### src/rtl/bwcb_pkg.sv
// ----------------------------------------------------------------------------
// bwcb_pkg: shared types and constants for the block write coverage bitmap
// Holds mode codes, default widths and the divider request and response structs.
// ----------------------------------------------------------------------------
package bwcb_pkg;

  localparam int unsigned MaxBlocksDefault = 4096;
  localparam int unsigned BsWidth = 21;
  localparam int unsigned FieldWidth = 31;
  localparam int unsigned LenWidth = 32;
  localparam int unsigned CalcWidth = 34;
  localparam logic [BsWidth-1:0] BsReset = 21'd4096;

  localparam logic [2:0] ModeWrite = 3'd0;
  localparam logic [2:0] ModeCheck = 3'd1;
  localparam logic [2:0] ModeTrunc = 3'd2;
  localparam logic [2:0] ModeSetLen = 3'd3;
  localparam logic [2:0] ModeFull = 3'd4;

  // Divider request and response between sequencer and divider
  typedef struct packed {
    logic                 start;
    logic [CalcWidth-1:0] dividend;
  } div_req_t;

  typedef struct packed {
    logic                 done;
    logic [CalcWidth-1:0] quot;
    logic [CalcWidth-1:0] rem;
  } div_rsp_t;

endpackage

### src/rtl/bwcb_div.sv
// ----------------------------------------------------------------------------
// bwcb_div: radix-2 restoring divider
// Divides an unsigned value by the block size, one quotient bit per cycle.
// ----------------------------------------------------------------------------
module bwcb_div import bwcb_pkg::*; (
  input  logic               clk,
  input  logic               rst,
  input  logic [BsWidth-1:0] divisor,
  input  div_req_t           req,
  output div_rsp_t           rsp
);

  localparam int unsigned CntW = $clog2(CalcWidth + 1);

  logic [CalcWidth-1:0] quot;
  logic [CalcWidth-1:0] rem;
  logic [CntW-1:0]      cnt;
  logic                 busy;
  logic                 done;
  logic [CalcWidth:0]   trial;
  logic [CalcWidth-1:0] dvs;

  assign dvs   = (divisor == '0) ? CalcWidth'(1) : CalcWidth'(divisor);
  assign trial = {rem, quot[CalcWidth-1]} - {1'b0, dvs};

  // Shift one bit per cycle, subtract when it fits
  always_ff @(posedge clk) begin
    if (rst) begin
      busy <= 1'b0;
      cnt  <= '0;
      done <= 1'b0;
    end else begin
      if (req.start) begin
        busy <= 1'b1;
        done <= 1'b0;
        cnt  <= CntW'(CalcWidth);
        quot <= req.dividend;
        rem  <= '0;
      end else if (busy) begin
        if (!trial[CalcWidth]) begin
          rem <= trial[CalcWidth-1:0];
        end else begin
          rem <= {rem[CalcWidth-2:0], quot[CalcWidth-1]};
        end
        quot <= {quot[CalcWidth-2:0], ~trial[CalcWidth]};
        cnt  <= cnt - 1'b1;
        if (cnt == CntW'(1)) begin
          busy <= 1'b0;
        end
        done <= (cnt == CntW'(1));
      end else begin
        done <= 1'b0;
      end
    end
  end

  assign rsp.done = done;
  assign rsp.quot = quot;
  assign rsp.rem  = rem;

endmodule

### config.mk
export PLATFORM = sky130hd
export DESIGN_NAME = bwcb_div
export DESIGN_NICKNAME = d
export VERILOG_FILES = /design/src/rtl/bwcb_pkg.sv /design/src/rtl/bwcb_div.sv
export SDC_FILE = /design/constraint.sdc
export NUM_CORES = 1
export LEC_CHECK = 0
export BUFFER_PORTS_ARGS = -buffer_cell sky130_fd_sc_hd__buf_2
export CAP_MARGIN = 10
export CORE_ASPECT_RATIO = 0.8
export CORE_MARGIN = 2
export CORE_UTILIZATION = 35
export CTS_BUF_LIST = sky130_fd_sc_hd__clkbuf_16
export DETAILED_ROUTE_END_ITERATION = 8
export SYNTH_ARGS = -nofsm -noshare
export SYNTH_HDL_FRONTEND = slang
export SYNTH_SLANG_ARGS = --single-unit
### constraint.sdc
create_clock -name clk -period 4.2 [get_ports clk]
set_input_delay 0.63 -clock clk [delete_from_list [all_inputs] [get_ports clk]]
set_output_delay 0.63 -clock clk [all_outputs]
set_load 0.005 [all_outputs]
==> flow_summary.yaml, run 1 <==
outcome:
  outcome: "finished, final reports clean"
timing:
  final-max-slew-violation-count: 0
  holdWs_ns: 0.573
  max_freq_ghz: 0.253
  setup_ws_ns: 0.243
  fin_crit_ns: 3.96
  relSlewSlack_pct: 35.9
  finClkSkew_ns: 0.00841
  worst_slew_pin_slew_ns: 0.962
  post-route-period-util_pct: 94.2
  setup_viol: 0
  fin_tns_setup_ns: 0
  finalHoldViolations: 0
  rsz0062_at_grt: "no"
synthesis:
  synth_nets: 550
  synth_edf_count: 68
  avgSynthCellArea_um2: 10.5
  syn_inst: 468
  synthFlopType: "edfxtp_1"
  synthArstFlopShare_pct: 0
  syn-cell-area_mm2: 0.00493
  yosysSeqAreaShare_pct: 44.7
  yosys_warnings: 0
  ys_seq_elements: 76
  yosysUniqueCellTypes: 63
worst_setup_path:
  cp-end-kind: "register"
  path_cells: "buf_2 > nor4_1 > and3_1 > a31o_2 > ha_1 > inv_1 > fa_1 > a21o_1 > a221oi_4 > nor2_2 > o211ai_2 > nand3_4 > buf_12 > nor4b_1 > mux2_2"
  critPathMaxStageDelay_ns: 0.48
  required_ns: 4.30
  worst_setup_path_start_kind: "input pin"
  critical_path_class: "in2reg"
  worstPathArrival_ns: 4.05
  crit_path_top_delay_cell: "nor4_1"
  cp_max_fo: 20
cells_and_area:
  layout.nets: 688
  stdcell_area_mm2: 0.00617
  final_cell_mix: "126 x buf_2, 68 x edfxtp_1, 40 x nand2_1, 39 x nor2_1, 38 x mux2_2"
  final_layout_size_suffix_gt1_share_pct: 35.5
  final_common_cell: "buf_2"
  stdcell_count: 791
  fill_cells: 1300
  area_delta_synth_final_pct: 25.2
  diodes: 0
  fin_util_pct: 45.2
grt:
  grt.total_usage_pct: 17.7
  grt_busiest_layer: "met2"
  gr-total-overflow: 0
  antenna_found_initial: 0
  grt_pass1_vias: 4085
  met1_usage_pct: 23.6
  grt_pass1_wl_um: 20600
  use_met2_pct: 28.4
  grt_max_degree: 87
  met3_usage_pct: 4.44
power:
  power.leakage_nw: 2.54
  p_total_mw: 2.22
  powerDensity_mw_per_mm2: 360
  irDropWorstVdd_mv: 0.214
route:
  first_iter_violations: 335
  drt-wirelength-per-cell_um: 16.5
  drt_first_pass_iters: 5
  vias: 4214
  via_per_inst: 5.33
  drcViolationCount: 0
  routed_wl_um: 13000
  ant_nets: 0
clocking:
  cts-root-buf: "clkbuf_16"
  clock_latency_ns: 0.34
  cts-resized-gates: 0
  cts.sinks: 76
  cts_buffers: 9
  htree_num_levels: 3
  path_clk_slew_ns: 0.06
  cts_setup_buffers: 0
  clk_path_buf_depth: 2
  ctsHoldBuffers: 0
  cts_tree: "done"
die:
  die_y_um: 110
  design.die.area_mm2: 0.0150
  die_x_um: 137
  initial_utilization_pct: 36.1
  fp.coreArea_mm2: 0.0136
  io-pin-count: 127
  row_count: 38
place:
  hpwl_um: 9810
  gp_congestion: 0.849
  dpl.cell_count: 775
  placed_area_mm2: 0.00589
  place_ws_ns: -0.0872
  place.port_buffers: 126
flow_run:
  drv_cap: 0
worst_hold_path:
  hold_path.class: "reg2reg"
-- final timing paths --
| path | startpoint | to | cells after the start | slack (ns) |
|---|---|---|---|---|
| worst max-delay path | divisor[16] | rem[23]$_SDFFCE_PP0P_ | 15 | 0.24 |
| worst min-delay path | quot[20]$_DFFE_PP_ | quot[21]$_DFFE_PP_ | 1 | 0.57 |
| worst max register to register | rem[8]$_SDFFCE_PP0P_ | rem[33]$_SDFFCE_PP0P_ | 9 | 0.77 |
| worst min register to register | quot[20]$_DFFE_PP_ | quot[21]$_DFFE_PP_ | 1 | 0.57 |
-- area by class of cell --
| type | instances | area (um2) | share of cell area (%) |
|---|---|---|---|
| multi-input combinational | 343 | 2540 | 41.1 |
| inverter | 29 | 109 | 1.76 |
| clock buffer | 9 | 225 | 3.65 |
| clock inverter | 7 | 57.6 | 0.933 |
| timing repair buffer | 147 | 813 | 13.2 |
| tap | 180 | 225 | 3.65 |
| sequential | 76 | 2200 | 35.7 |
-- worst max-delay path: cells and delay by family --
| family | cells | cell delay, ns |
|---|---|---|
| simple gates | 5 | 1.26 |
| compound gates | 4 | 0.90 |
| fa+ha+maj | 2 | 0.55 |
| mux | 1 | 0.38 |
| buf+inv | 3 | 0.33 |
-- sequential cells by signal (all words and copies together) (netlist names) --
register and flops:
quot 34, cnt 6, done 1, busy 1
rem 34
-- cell families after synthesis --
group	share of synthesized area (%)
simple gates	16.9
mux	10.2
xor+xnor	3.38
buf+inv	3.96
compound gates	14.7
flops	44.7
fa+ha+maj	6.25
-- synth_stat cells, types with 5 or more instances --
library cell / count / area share (%)
a211oi_1: 7 / 1.1
a21o_1: 6 / 0.91
a21oi_1: 34 / 3.5
buf_2: 6 / 0.61
clkbuf_1: 11 / 0.84
dfxtp_1: 8 / 3.3
edfxtp_1: 68 / 41
ha_1: 23 / 5.8
inv_1: 29 / 2.2
mux2_2: 38 / 8.7
mux2i_1: 5 / 1.0
nand2_1: 40 / 3.0
nand3_1: 9 / 0.91
nand3b_1: 6 / 0.91
nor2_1: 40 / 3.0
nor2b_1: 11 / 1.4
nor3_1: 11 / 1.1
nor4_1: 8 / 1.0
nor4b_1: 5 / 0.89
o21a_1: 7 / 1.1
o21ai_0: 7 / 0.71
o31ai_1: 8 / 1.2
or4_1: 7 / 1.1
xnor2_1: 17 / 3.0
-- power by group --
group          internal, mW  leakage, nW  switching (mW)
clock                 0.410        0.136           0.343
sequential            0.893        0.723          0.0456
combinational         0.243         1.68           0.283
total                  1.55         2.54           0.672
-- metal layers --
| metal | vias up | wire length (um) | share of wire [%] |
|---|---|---|---|
| li1 | 2027 | - | - |
| met1 | 2038 | 6080 | 47 |
| met2 | 133 | 5970 | 46 |
| met3 | 16 | 741 | 5.7 |
| met4 | 0 | 246 | 1.9 |
| met5 | - | 0 | 0 |
(Power assumes the default switching activity.)
==> inputs of run 2 (changes only) <==
--- a/config.mk
+++ b/config.mk
@@ -5,6 +5,7 @@
 export SDC_FILE = /design/constraint.sdc
 export NUM_CORES = 1
 export LEC_CHECK = 0
+export ABC_AREA = 1
 export BUFFER_PORTS_ARGS = -buffer_cell sky130_fd_sc_hd__buf_2
 export CAP_MARGIN = 10
 export CORE_ASPECT_RATIO = 0.8
==> run 2 against run 1 <==
Net effect: sequential cell count unchanged; clock power is 2% higher; critical path type unchanged; fmax increased by 15%; sequential power is essentially flat; non-clock buffer count down 17; synthesized cell count rose by 69%; wire length up 18%; critical endpoint is now rem[3]$_SDFFCE_PP0P_; utilization is 3.1 points lower; critical path depth is 4 higher; synthesized area increased by 17%.
==> flow_summary.yaml, run 2 <==
clocking:
  cts_tree: "done"
  ctsHoldBuffers: 0
  clk_path_buf_depth: 2
  clock_latency_ns: 0.35
  cts-root-buf: "clkbuf_16"
  cts_setup_buffers: 0
  cts-resized-gates: 0
  cts.sinks: 76
  cts_buffers: 9
  htree_num_levels: 3
  path_clk_slew_ns: 0.07
synthesis:
  yosysUniqueCellTypes: 39
  synthTopCellsByCount: "266 x nand2_1, 110 x inv_1, 89 x nor2_1"
  synthTopCellsByArea: "edfxtp_1 35%, nand2_1 17%, inv_1 7.1%, nor2_1 5.8%, ha_1 5.0%"
  synth_area_leader_cell: "edfxtp_1"
  synth_simple_gate_area_share_pct: 39.3
  ys_seq_elements: 76
  yosys_warnings: 0
  synthFlopType: "edfxtp_1"
  synth_compound_area_share_pct: 4.54
  synth-adder-area-share_pct: 5.32
  yosysMostFrequentCell: "nand2_1"
  synth_mux_area_share_pct: 0
  synth_nets: 872
  synthArstFlopShare_pct: 0
  yosysSeqAreaShare_pct: 38.1
  synth_edf_count: 68
  synth_top_family_by_area: "simple AND/OR/NAND/NOR gates"
  syn-cell-area_mm2: 0.00579
  syn_inst: 790
  synth-xor-area-share_pct: 3.03
  yosysTopAreaCellShare_pct: 35.3
  avgSynthCellArea_um2: 7.33
die:
  io-pin-count: 127
  row_count: 42
  fp.coreArea_mm2: 0.0163
  die_y_um: 119
  design.die.area_mm2: 0.0176
  initial_utilization_pct: 35.4
  die_x_um: 148
cells_and_area:
  top_regs: "quot (34), rem (34), cnt (6)"
  fill_cells: 1711
  fin_util_pct: 42.1
  final_cell_mix: "266 x nand2_1, 126 x buf_2, 109 x inv_1, 88 x nor2_1, 68 x edfxtp_1"
  layout.nets: 996
  final_layout_size_suffix_gt1_share_pct: 25.6
  final_common_cell: "nand2_1"
  diodes: 0
  area_delta_synth_final_pct: 19.0
power:
  p_sw_share_pct: 33.8
  combPwrFrac_pct: 25.8
  p_int_mw: 1.53
  clockPowerShare_pct: 33.4
  irDropWorstVdd_mv: 0.186
  power.leakage_nw: 3.55
  powerDensity_mw_per_mm2: 335
  p_seq_share_pct: 40.8
  p_switching_uw: 780
worst_hold_path:
  holdCritStartpoint: "cnt[0]$_SDFFE_PP0P_"
  hold_path.class: "reg2reg"
route:
  vias: 5273
  drt_first_pass_iters: 5
  ant_nets: 0
  drcViolationCount: 0
  drt-wirelength-per-cell_um: 13.5
  first_iter_violations: 281
  via_per_inst: 4.63
  routed_wl_um: 15400
grt:
  gr-total-overflow: 0
  grt_max_degree: 60
  antenna_found_initial: 0
  grt.total_usage_pct: 18.0
  grt_pass1_wl_um: 25100
  grt_pass1_vias: 5014
worst_setup_path:
  cp_max_fo: 55
  r2r_start: "quot[33]$_DFFE_PP_"
  crit_path_top_delay_cell: "fa_1"
  cp-startpoint: "divisor[15]"
  worst_setup_path_start_kind: "input pin"
  critPathMaxStageDelay_ns: 0.44
  cp-end-kind: "register"
  required_ns: 4.30
  critical_path_class: "in2reg"
  worstPathArrival_ns: 3.56
  crit_buf_inv: 4
  critPathTopFamily: "simple AND/OR/NAND/NOR gates"
  path_cells: "buf_2 > inv_1 > nand4_1 > nor4_1 > buf_4 > a41o_1 > ha_1 > inv_1 > fa_1 > nand3_1 > nand3_2 > nand2_2 > nand2_2 > nand2_4 > nand3_2 > nand2_8 > nand2_1 > nand2_1 > nor2_1"
place:
  hpwl_um: 11600
  gp_congestion: 0.844
  place.port_buffers: 126
  place_ws_ns: 0.404
timing:
  finClkSkew_ns: 0.00905
  final-max-slew-violation-count: 0
  setup_viol: 0
  holdWs_ns: 0.493
  fin_tns_setup_ns: 0
  finalHoldViolations: 0
  setup_ws_ns: 0.748
  rsz0062_at_grt: "no"
  relSlewSlack_pct: 33.2
  post-route-period-util_pct: 82.2
  fin_crit_ns: 3.45
  max_freq_ghz: 0.290
  worst_slew_pin_slew_ns: 1.00
outcome:
  outcome: "finished, final reports clean"
flow_run:
  drv_cap: 0
run 2: tightest hold or removal path, cell delays in order (launching register included):
cell and delay, ns:
dfxtp_1 0.33, nand2_1 0.07, a21oi_1 0.05
run 2: power groups by stage:
stage / logic (mW) / clock network (mW) / registers [mW]
after floorplan: 0.419 / 0 / 0.955
after global placement: 0.591 / 0 / 0.957
after detailed placement: 0.595 / 0 / 0.957
after CTS: 0.598 / 0.795 / 0.941
after global routing: 0.679 / 0.820 / 0.949
final: 0.595 / 0.769 / 0.941
run 2: cell type report:
cell class / count / area, um2 / share of cell area, %
Clock inverter: 7 / 58.8 / 0.854
Sequential cell: 76 / 2200 / 32.0
Inverter: 116 / 435 / 6.32
Timing Repair Buffer: 130 / 661 / 9.59
Multi-Input combinational cell: 581 / 3030 / 44.0
Clock buffer: 9 / 225 / 3.27
Tap cell: 220 / 275 / 4.00
run 2: metrics by stage:
stage	area, um2	instances	total power [mW]
finish	6890	1139	2.31
floorplan	5790	790	1.37
detailed placement	6600	1123	1.55
global route	6890	1139	2.45
CTS	6890	1139	2.33
global placement	6600	1123	1.55
run 2: layer usage:
metal / share of wire [%] / GRT usage, % / vias up
met5: 0 / 0 / -
met4: 0.98 / 4.45 / 0
met3: 6.4 / 4.87 / 10
met2: 43 / 27.1 / 124
met1: 50 / 25.6 / 2411
li1: - / - / 2728
run 2: cells by family (layout without fill, tap and decap cells):
logic type                 count (synthesis)  after routing
and+or+nand+nor                          489            489
buffers and inverters                    133            262
DFF                                       76             76
AOI/OAI and AO/OA                         48             48
adders and majority gates                 24             24
xor gates and xnor gates                  20             20
run 2: worst paths after layout:
| check | to | slack [ns] | cells past startpoint |
|---|---|---|---|
| max | rem[3]$_SDFFCE_PP0P_ | 0.75 | 19 |
| min | cnt[0]$_SDFFE_PP0P_ | 0.49 | 2 |
| max reg2reg | rem[3]$_SDFFCE_PP0P_ | 1.37 | 14 |
| min reg2reg | cnt[0]$_SDFFE_PP0P_ | 0.49 | 2 |
